[src/rtl/core/malc_pkg.sv]
// ----------------------------------------------------------------------------
// malc_pkg
// Shared widths, register map and reset values for the moving average
// level classifier.
// ----------------------------------------------------------------------------
package malc_pkg;

    localparam int SAMPLE_W   = 12;
    localparam int SAMPLE_MAX = 4095;
    localparam int LEVEL_W    = 3;
    localparam int THR_N      = 4;
    localparam int ADDR_W     = 4;
    localparam int DATA_W     = 32;
    localparam int DEF_WINDOW = 16;

    typedef logic [SAMPLE_W-1:0] t_sample;
    typedef logic [LEVEL_W-1:0]  t_level;

    typedef enum logic [1:0] {
        REG_THR1 = 2'd0,
        REG_THR2 = 2'd1,
        REG_THR3 = 2'd2,
        REG_THR4 = 2'd3
    } t_reg_idx;

    localparam t_sample THR1_RST = 12'd2110;
    localparam t_sample THR2_RST = 12'd2220;
    localparam t_sample THR3_RST = 12'd2330;
    localparam t_sample THR4_RST = 12'd2440;

    localparam t_level LEVEL_NONE = 3'd4;

endpackage

[src/rtl/core/moving_average_level_classifier.sv]
// ----------------------------------------------------------------------------
// moving_average_level_classifier
// Boxcar moving average over the last WINDOW samples, with a level bucket
// from four programmable thresholds.
//
//   channel   direction  handshake           payload
//   input     in         i_valid / o_ready   i_sample
//   result    out        o_valid / i_ready   o_average, o_level
//   config    in         APB, pready tied    paddr, pwdata, prdata
//
// One sample per cycle sustained while i_ready keeps the output register free; a
// result passes from its input transfer through the ring read, running-sum
// update and reciprocal multiply, then is classified into the output register.
// The rate is set by the single ring read at the write position and the
// running-sum register, each used once per sample.
// Synchronous reset clears per-entry valid bits, so unwritten ring entries
// read as zero; no clearing pass is needed.
// Each stage holds while the next is full, so a sample is still taken while
// a finished result waits on the output register.
// ----------------------------------------------------------------------------
module moving_average_level_classifier
    import malc_pkg::*;
#(
    parameter int WINDOW = DEF_WINDOW
) (
    input  logic              i_clk,
    input  logic              i_rst_n,
    input  logic              i_valid,
    output logic              o_ready,
    input  logic [11:0]       i_sample,
    output logic              o_valid,
    input  logic              i_ready,
    output logic [11:0]       o_average,
    output logic [2:0]        o_level,
    input  logic              psel,
    input  logic              penable,
    input  logic              pwrite,
    input  logic [ADDR_W-1:0] paddr,
    input  logic [DATA_W-1:0] pwdata,
    output logic [DATA_W-1:0] prdata,
    output logic              pready
);

    localparam int PW  = (WINDOW > 1) ? $clog2(WINDOW) : 1;
    localparam int SW  = $clog2(WINDOW * SAMPLE_MAX + 1);
    localparam int LW  = $clog2(WINDOW);
    localparam int KSH = SW + LW;
    // exact reciprocal: floor(x/W) == (x*RECIP) >> KSH for every x below 2^SW
    localparam longint unsigned RECIP = ((64'd1 << KSH) / WINDOW) + 64'd1;
    localparam int MW  = $clog2(RECIP + 1);
    localparam int PRW = SW + MW;
    localparam logic [PW-1:0] POS_LAST = PW'(WINDOW - 1);
    localparam logic [MW-1:0] W_RECIP  = MW'(RECIP);

    // sample ring
    t_sample         r_ring [WINDOW];
    logic [WINDOW-1:0] r_ring_vld;
    logic [PW-1:0]   r_wr_pos;

    // config
    t_sample         r_thr [THR_N];
    t_reg_idx        w_idx;

    // stage A: ring read
    logic            r_a_valid;
    t_sample         r_a_old;
    logic            r_a_oldv;
    t_sample         r_a_sample;
    // stage B: running sum
    logic [SW-1:0]   r_sum;
    logic [SW-1:0]   n_sum;
    logic            r_b_valid;
    logic [SW-1:0]   r_b_sum;
    // stage C: reciprocal product
    logic            r_c_valid;
    logic [PRW-1:0]  r_c_prod;
    // output register
    logic            r_o_valid;
    t_sample         r_o_average;
    t_level          r_o_level;

    logic            w_out_rdy, w_c_rdy, w_b_rdy, w_a_rdy;
    logic            w_acc, w_a_mv;
    t_sample         w_avg;
    t_level          w_level;
    t_sample         w_old;

    assign w_out_rdy = !r_o_valid || i_ready;
    assign w_c_rdy   = !r_c_valid || w_out_rdy;
    assign w_b_rdy   = !r_b_valid || w_c_rdy;
    assign w_a_rdy   = !r_a_valid || w_b_rdy;
    assign w_acc     = i_valid && w_a_rdy;
    assign w_a_mv    = r_a_valid && w_b_rdy;

    assign o_ready   = w_a_rdy;
    assign o_valid   = r_o_valid;
    assign o_average = r_o_average;
    assign o_level   = r_o_level;

    // APB
    assign w_idx  = t_reg_idx'(paddr[3:2]);
    assign pready = 1'b1;
    assign prdata = DATA_W'(r_thr[w_idx]);

    always_ff @(posedge i_clk) begin
        if (!i_rst_n) begin
            r_thr[REG_THR1] <= THR1_RST;
            r_thr[REG_THR2] <= THR2_RST;
            r_thr[REG_THR3] <= THR3_RST;
            r_thr[REG_THR4] <= THR4_RST;
        end else if (psel && penable && pwrite && pready) begin
            r_thr[w_idx] <= pwdata[SAMPLE_W-1:0];
        end
    end

    // ring memory: read-first, old entry out while the new sample goes in
    always_ff @(posedge i_clk) begin
        if (w_acc) begin
            r_ring[r_wr_pos] <= i_sample;
            r_a_old          <= r_ring[r_wr_pos];
            r_a_sample       <= i_sample;
        end
    end

    always_ff @(posedge i_clk) begin
        if (!i_rst_n) begin
            r_ring_vld <= '0;
            r_wr_pos   <= '0;
            r_a_oldv   <= 1'b0;
        end else if (w_acc) begin
            r_ring_vld[r_wr_pos] <= 1'b1;
            r_a_oldv             <= r_ring_vld[r_wr_pos];
            r_wr_pos             <= (r_wr_pos == POS_LAST) ? '0 : r_wr_pos + 1'b1;
        end
    end

    assign w_old = r_a_oldv ? r_a_old : '0;
    assign n_sum = r_sum + SW'(r_a_sample) - SW'(w_old);

    always_ff @(posedge i_clk) begin
        if (!i_rst_n) begin
            r_sum <= '0;
        end else if (w_a_mv) begin
            r_sum <= n_sum;
        end
    end

    // payload stages
    always_ff @(posedge i_clk) begin
        if (w_a_mv) begin
            r_b_sum <= n_sum;
        end
        if (r_b_valid && w_c_rdy) begin
            r_c_prod <= PRW'(r_b_sum) * PRW'(W_RECIP);
        end
        if (r_c_valid && w_out_rdy) begin
            r_o_average <= w_avg;
            r_o_level   <= w_level;
        end
    end

    always_ff @(posedge i_clk) begin
        if (!i_rst_n) begin
            r_a_valid <= 1'b0;
            r_b_valid <= 1'b0;
            r_c_valid <= 1'b0;
            r_o_valid <= 1'b0;
        end else begin
            if (w_a_rdy)   r_a_valid <= w_acc;
            if (w_b_rdy)   r_b_valid <= r_a_valid;
            if (w_c_rdy)   r_c_valid <= r_b_valid;
            if (w_out_rdy) r_o_valid <= r_c_valid;
        end
    end

    assign w_avg = SAMPLE_W'(r_c_prod >> KSH);

    // first threshold the average lies below wins
    always_comb begin
        w_level = LEVEL_NONE;
        for (int k = THR_N - 1; k >= 0; k--) begin
            if (w_avg < r_thr[k]) w_level = LEVEL_W'(k);
        end
    end

endmodule

[config.mk]
export PLATFORM = sky130hd
export DESIGN_NAME = moving_average_level_classifier
export DESIGN_NICKNAME = d
export VERILOG_FILES = /design/src/rtl/core/malc_pkg.sv /design/src/rtl/core/moving_average_level_classifier.sv
export SDC_FILE = /design/constraint.sdc
export NUM_CORES = 1
export LEC_CHECK = 0
export ABC_CLOCK_PERIOD_IN_PS = 6590
export BUFFER_PORTS_ARGS = -buffer_cell sky130_fd_sc_hd__buf_2
export CAP_MARGIN = 20
export CORE_MARGIN = 2
export CORE_UTILIZATION = 34
export CTS_CLUSTER_SIZE = 25
export DETAILED_ROUTE_END_ITERATION = 10
export GPL_TIMING_DRIVEN = 0
export SLEW_MARGIN = 20
export SYNTH_ARGS = -nofsm -noshare
export SYNTH_HDL_FRONTEND = slang
export SYNTH_SLANG_ARGS = --single-unit
[constraint.sdc]
create_clock -name i_clk -period 6.59 [get_ports i_clk]
set_input_delay 0.3295 -clock i_clk [delete_from_list [all_inputs] [get_ports i_clk]]
set_output_delay 0.3295 -clock i_clk [all_outputs]
set_load 0.02 [all_outputs]
; ---- Yosys cells after proc, flatten, opt, wreduce, memory -nomap -nowiden
; Memories as Yosys holds them, arrays and structs flattened. A register that Yosys moved wholly into a read port is not among the register bits.
; Cells that the tools add are included.
[word_totals]
in_bits = 55
wordCells = 65
latch_bits = 0
memories = 2
output_inout_bits = 50
regBits = 116
mem_bits_ro = 0
mem_bits_rw = 240
[memory_table]
columns = name, words, word_bits, rd, rd_clocked_by_memory_dff, wr, line_no
row1 = r_ring, 16, 12, 1, 1, 1, moving_average_level_classifier.sv:56  ; t_sample r_ring [WINDOW];
row2 = r_thr, 4, 12, 5, 0, 4, moving_average_level_classifier.sv:61  ; t_sample r_thr [THR_N];
[op_classes]
bitwise_logic = 1
n_mux = 18
shift = 0
n_reduce_logical = 18
addsub = 3
n_lt_le_gt_ge = 6
n_eq_ne = 1
n_mul = 1
div = 0
[op_table]
columns = op, count
row1 = 12-bit < comparator, 4
row2 = "16-bit by 17-bit multiplier with 32-bit output, second input constant", 1
row3 = 12-bit two-way mux, 2
row4 = 16-bit by 12-bit adder with 16-bit output, 1
row5 = 16-bit OR, 1
row6 = 16-bit by 12-bit subtractor with 16-bit output, 1
row7 = 12-bit OR reduction, 1
row8 = 1-bit two-way mux, 10
row9 = 1-bit logical AND, 7
row10 = "4-bit by 5-bit < comparator with 1-bit output, second input constant", 1
row11 = "4-bit by 1-bit adder with 4-bit output, second input constant", 1
row12 = 1-bit binary-select mux with 4-bit select, 1
row13 = 1-bit demux with 4-bit select, 1
row14 = "4-bit == test, second input constant", 1
row15 = "4-bit by 1-bit >= comparator with 1-bit output, second input constant", 1
row16 = 1-bit zero test, 4
row17 = 1-bit logical OR, 4
row18 = 2-bit two-way mux, 2
row19 = 4-bit two-way mux, 1
row20 = 3-bit two-way mux, 1
row21 = 3-bit OR reduction, 1
row22 = 2-bit OR reduction, 1

; ---- Depth between registers and ports, before layout
; Gate-level depths: netlist of the first run.
[logic_depth]
ltp_word = 8
ltp_mapped = 12
mapped_depth_nobuf = 12

; ---- Least setup slack after synthesis of the first run
; No wires, ideal clock.
[synth_timing]
path_type = register -> register
from = register r_o_valid, in the netlist o_valid
to = memory r_ring[3][0] (netlist name), enable pin
n_path_buf = 1
synth_period_minus_slack_ns = 2.967
setup_time_ns = 0.399
t_required_ns = 6.191
setup_slack_ns = 3.623
t_arrival_ns = 2.568
path_stages_with_launch = 7
path_cell_list = dfxtp_1 -> and4b_1 -> nand2_1 -> and2_1 -> buf_2 -> nand2_1 -> nor3_1
[synth_via]
elab_chain_cells = 8
[synth_rtl]
columns = item, line_no
row1 = from (decl), moving_average_level_classifier.sv:78  ; logic r_o_valid;
row2 = from (signal assigned), moving_average_level_classifier.sv:172  ; if (w_out_rdy) r_o_valid <= r_c_valid;
row3 = 1-bit zero test, moving_average_level_classifier.sv:88  ; assign w_out_rdy = !r_o_valid || i_ready;
row4 = 1-bit logical OR, moving_average_level_classifier.sv:88
row5 = 1-bit logical OR, moving_average_level_classifier.sv:89  ; assign w_c_rdy = !r_c_valid || w_out_rdy;
row6 = 1-bit logical OR, moving_average_level_classifier.sv:90  ; assign w_b_rdy = !r_b_valid || w_c_rdy;
row7 = 1-bit logical OR, moving_average_level_classifier.sv:91  ; assign w_a_rdy = !r_a_valid || w_b_rdy;
row8 = named net o_ready, moving_average_level_classifier.sv:29  ; output logic o_ready,
row9 = 1-bit logical AND, moving_average_level_classifier.sv:92  ; assign w_acc = i_valid && w_a_rdy;
row10 = named net w_acc, moving_average_level_classifier.sv:83  ; logic w_acc, w_a_mv;
row11 = 1-bit two-way mux, moving_average_level_classifier.sv:118  ; if (w_acc) begin
row12 = 1-bit two-way mux (implied by the code), moving_average_level_classifier.sv:119  ; r_ring[r_wr_pos] <= i_sample;
row13 = to (decl), moving_average_level_classifier.sv:56
; The timed path passes the listed nets, and every way through them passes these cells.

; ---- Worst setup path after layout of the first run
[layout_timing]
from = register r_a_oldv
to = register r_b_sum[12] (data pin)
[layout_via]
elab_chain_cells = 2
[layout_rtl]
columns = item, line_no
row1 = from (decl), moving_average_level_classifier.sv:67  ; logic r_a_oldv;
row2 = from (signal assigned), moving_average_level_classifier.sv:132  ; r_a_oldv <= r_ring_vld[r_wr_pos];
row3 = 12-bit two-way mux, moving_average_level_classifier.sv:137  ; assign w_old = r_a_oldv ? r_a_old : '0;
row4 = 16-bit by 12-bit subtractor with 16-bit output, moving_average_level_classifier.sv:138  ; assign n_sum = r_sum + SW'(r_a_sample) - SW'(w_old);
row5 = named net n_sum[12], moving_average_level_classifier.sv:71  ; logic [SW-1:0] n_sum;
row6 = to (signal assigned), moving_average_level_classifier.sv:151  ; r_b_sum <= n_sum;
row7 = to (decl), moving_average_level_classifier.sv:73  ; logic [SW-1:0] r_b_sum;
; The timed path passes the listed nets, and every way through them passes these cells.
; A chain may end at the register's enable or synchronous reset.

==> results of run 1 <==
power breakdown:
group	total (W)	switching (W)	internal, W
logic	0.000852	0.000496	0.000356
registers	0.00254	0.0000440	0.00250
clock network	0.00205	0.000853	0.00120
total	0.00545	0.00139	0.00405
metrics by stage:
step | hold slack, ns | instance area, um2 | instances
2_1_floorplan | 0.4003 | 15690 | 1043
3_3_place_gp | 0.4006 | 16740 | 1702
3_5_place_dp | 0.4045 | 17040 | 1723
4_1_cts | 0.01288 | 18250 | 1788
5_1_grt | 0.05535 | 18280 | 1790
6_report | 0.03545 | 18280 | 1790
sequential cells by signal (all words and copies together) (netlist names), 12 cells and up:
| register | cells |
|---|---|
| r_c_prod | 12 |
| r_thr | 48 |
| r_ring | 192 |
| r_sum | 16 |
| r_b_sum | 12 |
| r_a_sample | 12 |
| o_average | 12 |
| r_ring_vld | 16 |
| r_a_old | 12 |
how the worst max path moves through the flow:
stage / startpoint / endpoint / slack, ns
global route: r_a_oldv$_SDFFE_PN0P_ / r_sum[11]$_SDFFE_PN0P_ / 3.13
detailed placement: i_rst_n / r_thr[2][0]$_SDFFCE_PN0P_ / 3.29
floorplan: o_valid$_SDFFE_PN0P_ / r_ring[3][0]$_DFFE_PP_ / 3.62
finish: r_a_oldv$_SDFFE_PN0P_ / r_b_sum[12]$_DFFE_PP_ / 3.31
global placement: i_ready / r_ring[3][0]$_DFFE_PP_ / 2.30
CTS: r_a_oldv$_SDFFE_PN0P_ / r_b_sum[12]$_DFFE_PP_ / 3.28
cell usage in the layout (no fill, tap or decap), types with 4 or more instances in the layout:
master,netlist,routed
edfxtp_1,303,303
inv_1,109,109
mux4_2,77,77
buf_2,7,66
ha_1,64,64
and2_1,45,45
dfxtp_1,41,41
clkbuf_16,0,39
nand2_1,37,37
buf_4,27,34
a21oi_1,33,33
nor2_1,43,31
clkbuf_1,22,30
nand2b_1,30,30
a21o_1,23,23
conb_1,2,21
o21a_1,18,18
nand3_1,16,16
nor2_2,0,12
fa_1,12,12
o21ai_0,11,10
buf_8,0,10
xnor2_1,8,8
buf_6,1,7
nor2b_1,7,6
clkbuf_8,0,6
o211ai_1,5,5
nor3_1,9,5
clkinv_2,0,5
nand4_1,4,4
or2_2,4,4
nor3_2,0,4
critical path, stage by stage, from the launching register on:
cell and delay, ns:
dfxtp_1 0.36, clkbuf_1 0.32, and2_1 0.21, fa_1 0.41
inv_1 0.07, ha_1 0.29, a21oi_1 0.22, nand2b_1 0.19
a21boi_1 0.10, or4_1 0.50, a31oi_1 0.21, xnor2_1 0.11
cells by family after synthesis:
group                    share of synthesized area [%]
AO/OA/AOI/OAI                                    5.574
XOR/XNOR                                        0.6167
adder cells (fa/ha/maj)                          6.663
buffers and inverters                            4.821
flip-flops                                       63.50
multiplexers                                     11.30
other                                          0.04807
AND/OR/NAND/NOR                                  7.480
cell type report:
| cell class | count | area, um2 |
|---|---|---|
| flip-flops and latches | 344 | 9920 |
| repair buffers | 82 | 565.5 |
| inverters | 109 | 409.1 |
| well taps | 600 | 750.7 |
| clock buffers | 53 | 1089 |
| fillers | 4182 | 27100 |
| clock inverters | 12 | 121.4 |
| plain buffers | 60 | 344.1 |
| multi-input cells | 530 | 5077 |
routing by layer:
metal / wire length (um) / vias to the layer above / global-route usage [%]
met1: 14970 / 4391 / 19.59
met3: 1741 / 59 / 2.742
met2: 16910 / 246 / 24.61
li1: - / 4066 / -
met4: 862 / 0 / 4.785
met5: 0 / - / 0
==> summary.txt, run 1 <==
Clock tree
  – Total CTS buffers: 36
  – CTS Root Cell: clkbuf_16
  – Clk buf depth: 3
  – Post-CTS Setup Inserts: 0
  – Post_cts resized: 0
  – Clk_lat worst skew: 0.55 ns
  – CTS Sinks: 344
  – Cts hold-fix bufs: 0
  – H-tree Lvls: 2
  – CTS tree: built
  – Clock transition at path regs: 0.06 ns

STA
  – Worst-margin pin slew: 0.9483 ns
  – Fmax: 305.3 MHz
  – Final TNS setup: 0 ns
  – Tcrit/Tclk final: 49.70%
  – RSZ-0062 raised after global routing: false
  – Post-route worst setup slack: 3.315 ns
  – Clk_skew: 0.02930 ns
  – Final max-slew violation count: 0
  – # setup viols final: 0
  – Minimum clock period: 3.275 ns
  – Worst slew margin: 36.78%
  – Final Hold Fails: 0

GRT
  – Gr ovfl total: 0
  – Number of global-route vias before repair: 8984
  – First-pass GRT wire length: 53160 um
  – GRT Total Usage: 14.81%
  – Initial antenna violation count: 0
  – Largest net degree at the start of global routing: 34

Logic synthesis
  – Mean post-synth cell area: 15.26 um2
  – Post-Syn Instances: 1024
  – Largest area contributor in the netlist: edfxtp_1
  – Ys async rst share: 0%
  – Synthesized area: 0.01562 mm2
  – Post-synth EDFFs: 303
  – Synth Flop Type: edfxtp_1
  – Sequential area share after synthesis: 63.50%
  – Flop and latch count out of synthesis: 344
  – Post-synth top area share: 58.24%
  – Yosys warns: 0
  – Most common cell in the netlist: edfxtp_1
  – Count of cell types in the netlist: 66
  – Synth top area cells: edfxtp_1 (58%), mux4_2 (11%), dfxtp_1 (5.3%)
  – Top cells by count, synth: edfxtp_1 (303), inv_1 (109), mux4_2 (77)

Layout
  – Ant diodes: 0
  – Share of layout cells above drive strength 1: 23.95%
  – Synthesis-to-layout area growth: 16.99%
  – Post-Route Utilization: 40.27%
  – Post-layout nets: 1294

Pwr
  – Pleak: 6.716 nW
  – Overall Power: 0.005447 W
  – Worst-case vdd ir drop: 243.4 uV
  – Pwr/cell area: 298.0 mW/mm2

Setup path
  – Critical setup path kind: register to register
  – Crit path arrival time: 3.54 ns
  – Reg2reg path depth: 11
  – Worst setup EP type: register
  – WP data required: 6.86 ns
  – Critical Path Start Type: register
  – Reg-to-reg endpoint: r_b_sum[12]$_DFFE_PP_
  – Flop-to-flop setup slack: 3.31 ns
  – CP max FO: 10
  – Reg2Reg Launch Point: r_a_oldv$_SDFFE_PN0P_

Min path
  – Hold Path Stages: 3
  – Hold crit path type: input port to register
  – WHS Endpoint: r_a_valid$_SDFFE_PN0N_
  – Hold_sp: i_valid

Die
  – Initial Utilization: 34.43%
  – Die Ht: 218.4 um
  – Die area: 0.04768 mm2
  – Die width: 218.4 um
  – Rows: 78
  – # IOs: 105
  – Core box area: 0.04538 mm2

Routing
  – Drt total wl: 34480 um
  – DR iter-0 viols: 880
  – Post-DRT Antenna Nets: 0
  – Via density: 4.895
  – Vias: 8762
  – Routed len/inst: 19.26 um
  – DRC: 0
  – Drt pass-1 iters: 4

Run
  – Max_cap viols: 0

Placement
  – Worst slack, placed: 3.286 ns
  – Half-perimeter wire length after placement: 24450 um
  – PortBufs: 59
  – Placer's final routability congestion estimate: 0.8587

Status
  – Status: completed
(Power assumes the default switching activity.)
==> run 2: changes to the inputs <==
ABC_AREA = 1   (was default)
ABC_CLOCK_PERIOD_IN_PS = 2900   (was 6590)
clock period = 2.9 ns   (was 6.59 ns; I/O delays follow)
==> summary.txt, run 2 <==
Layout
  – Commonest non-fill, non-tap cell in the layout: edfxtp_1
  – Ant diodes: 0 (unchanged)
  – Top reg by flops: r_ring
  – Synthesis-to-layout area growth: 16.00%
  – FF/Latch Area: 0.009920 mm2 (unchanged)
  – Final Instance Count excl. Fillers: 2286 (+28%)
  – Share of layout cells above drive strength 1: 12.21% (-12 points)
  – Most frequent cells in the layout: edfxtp_1 (303), nand2_1 (260), inv_1 (213)
  – Final Instance Area: 0.01851 mm2 (+1.3%)
  – Fill cell count: 4548 (+8.8%)
  – Post-layout nets: 1781 (+38%)
  – Largest regs: r_ring x192, r_thr x48
  – Multi-input logic area: 0.004788 mm2 (-5.7%)
  – Largest register FFs: 192 (unchanged)

STA
  – Tcrit/Tclk final: 91.14% (+41 points)
  – RSZ-0062 raised after global routing: false
  – Worst-margin pin slew: 0.7595 ns (-0.1888 ns)
  – Clk_skew: 0.02447 ns (-0.004836 ns)
  – Post-route worst setup slack: 0.2570 ns (-3.058 ns)
  – Fmax: 378.4 MHz (+24%)
  – Final max-slew violation count: 0 (unchanged)
  – Final TNS setup: 0 ns (unchanged)
  – Final Hold Fails: 0 (unchanged)
  – # setup viols final: 0 (unchanged)
  – Minimum clock period: 2.643 ns (-0.6323 ns)
  – Worst slew margin: 49.37% (+13 points)

Clock tree
  – CTS Root Cell: clkbuf_16
  – Clock transition at path regs: 0.06 ns (about the same)
  – H-tree Lvls: 2 (unchanged)
  – CTS Sinks: 344 (unchanged)
  – Clk buf depth: 3 (unchanged)
  – Total CTS buffers: 37 (+2.8%)
  – Post-CTS Setup Inserts: 0 (unchanged)
  – Clk_lat worst skew: 0.55 ns (about the same)
  – CTS tree: built

GRT
  – Busiest grt layer: met2
  – Initial antenna violation count: 0 (unchanged)
  – GRT Total Usage: 17.15% (+2.3 points)
  – Gr ovfl total: 0 (unchanged)
  – Number of global-route vias before repair: 10820 (+20%)
  – Largest net degree at the start of global routing: 28 (-18%)
  – Global-route track usage on met1: 23.00% (+3.4 points)
  – First-pass GRT wire length: 62480 um (+18%)
  – Met2 Use GR: 27.88% (+3.3 points)
  – M3 GR Usage: 2.708% (-0.034 points)

Logic synthesis
  – Multiplexer area fraction after synthesis: 0% (-11 points)
  – Largest family of logic cells by synthesized area: simple AND/OR/NAND/NOR gates
  – Largest area contributor in the netlist: edfxtp_1
  – Post-synth top area share: 57.02% (-1.2 points)
  – Yosys warns: 0 (unchanged)
  – Xor/xnor cell area share of the yosys netlist: 0.4940% (-0.12 points)
  – Synth Flop Type: edfxtp_1
  – Count of cell types in the netlist: 34 (-48%)
  – Top cells by count, synth: edfxtp_1 (303), nand2_1 (260), inv_1 (213)
  – Synth Area in Simple Gates: 12.62% (+5.1 points)
  – Sequential area share after synthesis: 62.17% (-1.3 points)
  – Synth top area cells: edfxtp_1 (57%), nand2_1 (6.1%), dfxtp_1 (5.1%)
  – Post-synth EDFFs: 303 (unchanged)
  – Synthesized area: 0.01596 mm2 (+2.1%)
  – Flop and latch count out of synthesis: 344 (unchanged)
  – Ys async rst share: 0% (unchanged)
  – Adder-Cell Fraction of Synth Area: 6.524% (-0.14 points)
  – Most common cell in the netlist: edfxtp_1
  – Post-Syn Instances: 1518 (+48%)
  – Synth Area in Compound Gates: 9.755% (+4.2 points)
  – Mean post-synth cell area: 10.51 um2 (-31%)

Placement
  – PortBufs: 60 (+1.7%)
  – Placed Cells: 2205 (+28%)
  – Placer's final routability congestion estimate: 0.9099 (+6.0%)
  – Cell area after placement: 0.01712 mm2 (+0.42%)
  – Half-perimeter wire length after placement: 28900 um (+18%)
  – Worst slack, placed: 0.1719 ns (-3.114 ns)

Routing
  – Via density: 4.848 (-0.96%)
  – Post-DRT Antenna Nets: 0 (unchanged)
  – DRC: 0 (unchanged)
  – Vias: 11080 (+26%)
  – Routed len/inst: 18.18 um (-5.6%)
  – DR iter-0 viols: 914 (+3.9%)
  – Drt total wl: 41560 um (+21%)
  – Drt pass-1 iters: 7 (+3)

Setup path
  – Crit path arrival time: 2.81 ns (-0.73 ns)
  – WP data required: 3.07 ns (-3.79 ns)
  – Crit-path leading delay family: buffers and inverters
  – Max stage delay cell, worst path: clkbuf_1
  – CP max FO: 12 (+2)
  – Slowest stage delay, CP: 0.54 ns (+0.04 ns)
  – Buf+Inv Stages, Crit Path: 4 (+2)
  – Most used cell along the critical path: inv_1
  – Crit path cell chain: inv_1 > clkbuf_1 > ha_1 > inv_1 > nor2_2 > nand2_1 > inv_1
  – Critical setup path kind: register to register
  – Critical Path Start Type: register
  – Worst setup EP type: register

Die
  – Core box area: 0.04646 mm2 (+2.4%)
  – Die Ht: 220.6 um (+1.0%)
  – # IOs: 105 (unchanged)
  – Die width: 220.6 um (+1.0%)
  – Die area: 0.04868 mm2 (+2.1%)
  – Initial Utilization: 34.35% (-0.078 points)
  – Rows: 79 (+1.3%)

Run
  – Max_cap viols: 0 (unchanged)

Status
  – Status: completed

Pwr
  – Pwr/cell area: 670.6 mW/mm2 (+130%)
  – Pleak: 7.673 nW (+14%)
  – Overall Power: 0.01241 W (+130%)
  – Worst-case vdd ir drop: 541.9 uV (+120%)

Min path
  – Hold crit path type: input port to register
[run 2: layout make-up]
cell class | count | share of cell area (%)
clock inverters | 21 | 1.440
multi-input cells | 885 | 25.87
well taps | 607 | 4.103
plain buffers | 75 | 2.487
repair buffers | 74 | 2.386
flip-flops and latches | 344 | 53.59
inverters | 233 | 4.752
clock buffers | 47 | 5.374
[run 2: worst min-delay path: cells and delay by family]
family,cells,cell delay (ns)
AND/OR/NAND/NOR,1,0.12
buffers and inverters,2,0.19
[run 2: worst paths after layout]
kind                            slack, ns  cells past startpoint                 endpoint                startpoint
worst min register to register       0.42                      0   r_c_prod[28]$_DFFE_PP_     r_b_sum[12]$_DFFE_PP_
worst min-delay path                 0.04                      3    r_thr[3][6]$_DFFE_PP_                 pwdata[6]
worst max register to register       0.26                      7  r_ring[13][8]$_DFFE_PP_  r_wr_pos[1]$_SDFFE_PN0P_
worst max-delay path                 0.26                      7  r_ring[13][8]$_DFFE_PP_  r_wr_pos[1]$_SDFFE_PN0P_
[run 2: report_power, final]
part           internal (W)  switching, W  leakage [nW]
Clock               0.00291       0.00200         0.607
Combinational      0.000577       0.00122          3.93
Sequential          0.00563     0.0000797          3.13
[run 2: cell families after synthesis]
family / Yosys count
and+or+nand+nor: 488
adders and majority gates: 76
other: 2
DFF: 344
buffers and inverters: 308
xor gates and xnor gates: 9
AOI/OAI and AO/OA: 291
[run 2: timing repair]
item                       CTS  global route
hold buffers                13             0
hold endpoints to repair    43             0
setup endpoints to repair    0            20
gates resized for setup      0             2
[run 2: per-stage QoR]
step / hold slack, ns / utilization, %
global route: 0.03812 / 39.84
finish: 0.03556 / 39.84
CTS: 0.004789 / 39.84
global placement: 0.4016 / 36.78
detailed placement: 0.4061 / 36.84
floorplan: 0.2439 / -
[run 2: per-layer routing]
layer / vias up / part of all wire (%)
met4: 0 / 3.9
met3: 86 / 5.9
met2: 365 / 46
li1: 5332 / -
met5: - / 0
met1: 5299 / 44
==> run 3: changes to the inputs <==
PLACE_DENSITY = 0.55   (was default)
==> summary.txt, run 3 (synthesis results as in run 2) <==
Clock tree
  – Clock transition at path regs: 0.06 ns (about the same)
  – Total CTS buffers: 37 (unchanged)
  – CTS tree: built
  – Clk buf depth: 3 (unchanged)
  – CTS Root Cell: clkbuf_16
  – Post-CTS Setup Inserts: 0 (unchanged)
  – Clk_lat worst skew: 0.55 ns (about the same)
  – H-tree Lvls: 2 (unchanged)
  – CTS Sinks: 344 (unchanged)

Die
  – # IOs: 105 (unchanged)
  – Die width: 220.6 um (unchanged)
  – Die Ht: 220.6 um (unchanged)
  – Rows: 79 (unchanged)
  – Initial Utilization: 34.35% (unchanged)
  – Die area: 0.04868 mm2 (unchanged)
  – Core box area: 0.04646 mm2 (unchanged)

Setup path
  – Worst setup EP type: register
  – Critical setup path kind: register to register
  – Most used cell along the critical path: nand2_1
  – WP data required: 3.32 ns (+0.25 ns)
  – CP max FO: 10 (-2)
  – Crit-path leading delay family: simple AND/OR/NAND/NOR gates
  – Crit path arrival time: 3.00 ns (+0.19 ns)
  – Buf+Inv Stages, Crit Path: 4 (unchanged)
  – Critical Path Start Type: register
  – Slowest stage delay, CP: 0.48 ns (-0.06 ns)
  – Max stage delay cell, worst path: fa_1
  – Crit path cell chain: clkbuf_2 > nand2_1 > inv_1 > fa_1 > inv_1 > ha_1 > or2_1 > nand3_1 > nand2_1 > nand2_1 > nand2_1 > nand2_1 > nand3_1 > nand2_1 > inv_1

STA
  – Final max-slew violation count: 0 (unchanged)
  – Final Hold Fails: 0 (unchanged)
  – Tcrit/Tclk final: 88.97% (-2.2 points)
  – Fmax: 387.6 MHz (+2.4%)
  – Final TNS setup: 0 ns (unchanged)
  – Hold WS: 0.02540 ns (-0.01016 ns)
  – Worst-margin pin slew: 0.9355 ns (+0.1760 ns)
  – Clk_skew: 0.03390 ns (+0.009434 ns)
  – Minimum clock period: 2.580 ns (-0.06298 ns)
  – Worst slew margin: 37.56% (-12 points)
  – # setup viols final: 0 (unchanged)
  – RSZ-0062 raised after global routing: false

Layout
  – Most frequent cells in the layout: edfxtp_1 (303), nand2_1 (260), inv_1 (213)
  – Top reg by flops: r_ring
  – Synthesis-to-layout area growth: 15.23%
  – Fill cell count: 4556 (+0.18%)
  – Ant diodes: 0 (unchanged)
  – Share of layout cells above drive strength 1: 11.73% (-0.48 points)
  – Commonest non-fill, non-tap cell in the layout: edfxtp_1
  – FF/Latch Area: 0.009920 mm2 (unchanged)
  – Multi-input logic area: 0.004780 mm2 (-0.18%)
  – Largest register FFs: 192 (unchanged)
  – Post-layout nets: 1781 (unchanged)
  – Largest regs: r_ring x192, r_thr x48

Routing
  – Post-DRT Antenna Nets: 0 (unchanged)
  – DR iter-0 viols: 989 (+8.2%)
  – Drt total wl: 41620 um (+0.14%)
  – DRC: 0 (unchanged)
  – Vias: 10890 (-1.7%)
  – Via density: 4.764 (-1.7%)
  – Drt pass-1 iters: 5 (-2)
  – Routed len/inst: 18.21 um (+0.14%)

GRT
  – First-pass GRT wire length: 62660 um (+0.29%)
  – GRT Total Usage: 17.21% (+0.060 points)
  – Largest net degree at the start of global routing: 28 (unchanged)
  – Number of global-route vias before repair: 10440 (-3.5%)
  – Initial antenna violation count: 0 (unchanged)
  – Gr ovfl total: 0 (unchanged)

Pwr
  – Overall Power: 0.01203 W (-3.1%)
  – Worst-case vdd ir drop: 527.0 uV (-2.7%)
  – Pwr/cell area: 654.1 mW/mm2 (-2.5%)
  – Pleak: 7.616 nW (-0.74%)

Placement
  – Placer's final routability congestion estimate: 0.9238 (+1.5%)
  – PortBufs: 60 (unchanged)
  – Half-perimeter wire length after placement: 29210 um (+1.1%)

Status
  – Status: completed

Min path
  – Hold crit path type: input port to register

Run
  – Max_cap viols: 0 (unchanged)
-- run 3: cell count changes in the layout (fill, tap and decap cells not counted), moves of 2 or more --
cell / delta
clkinv_1: +6
bufinv_16: -4
clkbuf_1: +2
clkinv_2: -2
-- run 3: worst paths after layout --
| check | slack (ns) | start | depth (start not counted) | to |
|---|---|---|---|---|
| worst max-delay path | 0.32 | r_a_oldv$_SDFFE_PN0P_ | 15 | r_sum[11]$_SDFFE_PN0P_ |
| worst min-delay path | 0.03 | pwdata[9] | 3 | r_thr[2][9]$_SDFFCE_PN0P_ |
| worst max register to register | 0.32 | r_a_oldv$_SDFFE_PN0P_ | 15 | r_sum[11]$_SDFFE_PN0P_ |
| worst min register to register | 0.42 | r_b_sum[9]$_DFFE_PP_ | 0 | r_c_prod[25]$_DFFE_PP_ |
-- run 3: final cells by class --
class	count	area share, %
plain buffers	75	2.504
clock buffers	50	5.526
clock inverters	18	0.7281
inverters	233	4.784
multi-input cells	885	26.00
flip-flops and latches	344	53.95
well taps	607	4.131
repair buffers	74	2.382
-- run 3: what timing repair did --
action                                  4_1_cts  5_1_grt
endpoints found under the setup margin        0       15
hold buffers                                 13        0
endpoints found under the hold margin        48        0
resized for setup                             0        2
-- run 3: worst reg2reg max path, stage by stage (launching register included) --
cell and delay, ns:
dfxtp_1 0.33, clkbuf_2 0.19, nand2_1 0.09, inv_1 0.05
fa_1 0.48, inv_1 0.04, ha_1 0.34, or2_1 0.26
nand3_1 0.10, nand2_1 0.11, nand2_1 0.13, nand2_1 0.06
nand2_1 0.07, nand3_1 0.07, nand2_1 0.09, inv_1 0.04
-- run 3: report_power, final --
part | internal (W) | total (W) | switching (W) | leakage, nW
combinational | 0.000578 | 0.00180 | 0.00122 | 3.93
clock | 0.00256 | 0.00452 | 0.00195 | 0.553
sequential | 0.00563 | 0.00571 | 0.0000858 | 3.13
total | 0.00877 | 0.0120 | 0.00326 | 7.62
-- run 3: per-stage QoR --
| step | utilization (%) | instance area, um2 | cells | setup WS [ns] |
|---|---|---|---|---|
| 4_1_cts | 39.57 | 18380 | 2286 | 0.1478 |
| 6_report | 39.58 | 18390 | 2286 | 0.3200 |
| 2_1_floorplan | - | 16030 | 1537 | 0.5598 |
| 5_1_grt | 39.58 | 18390 | 2286 | 0.08199 |
| 3_3_place_gp | 36.78 | 17090 | 2204 | 0.1978 |
| 3_5_place_dp | 36.81 | 17100 | 2205 | 0.1853 |
-- run 3: per-layer routing --
metal  vias up  global-route usage [%]  part of all wire (%)
met5         -                       0                     0
met4         0                   6.133                   3.3
met3        83                   2.777                   5.3
met2       322                   28.36                    47
met1      5157                   23.00                    45
li1       5329                       -                     -
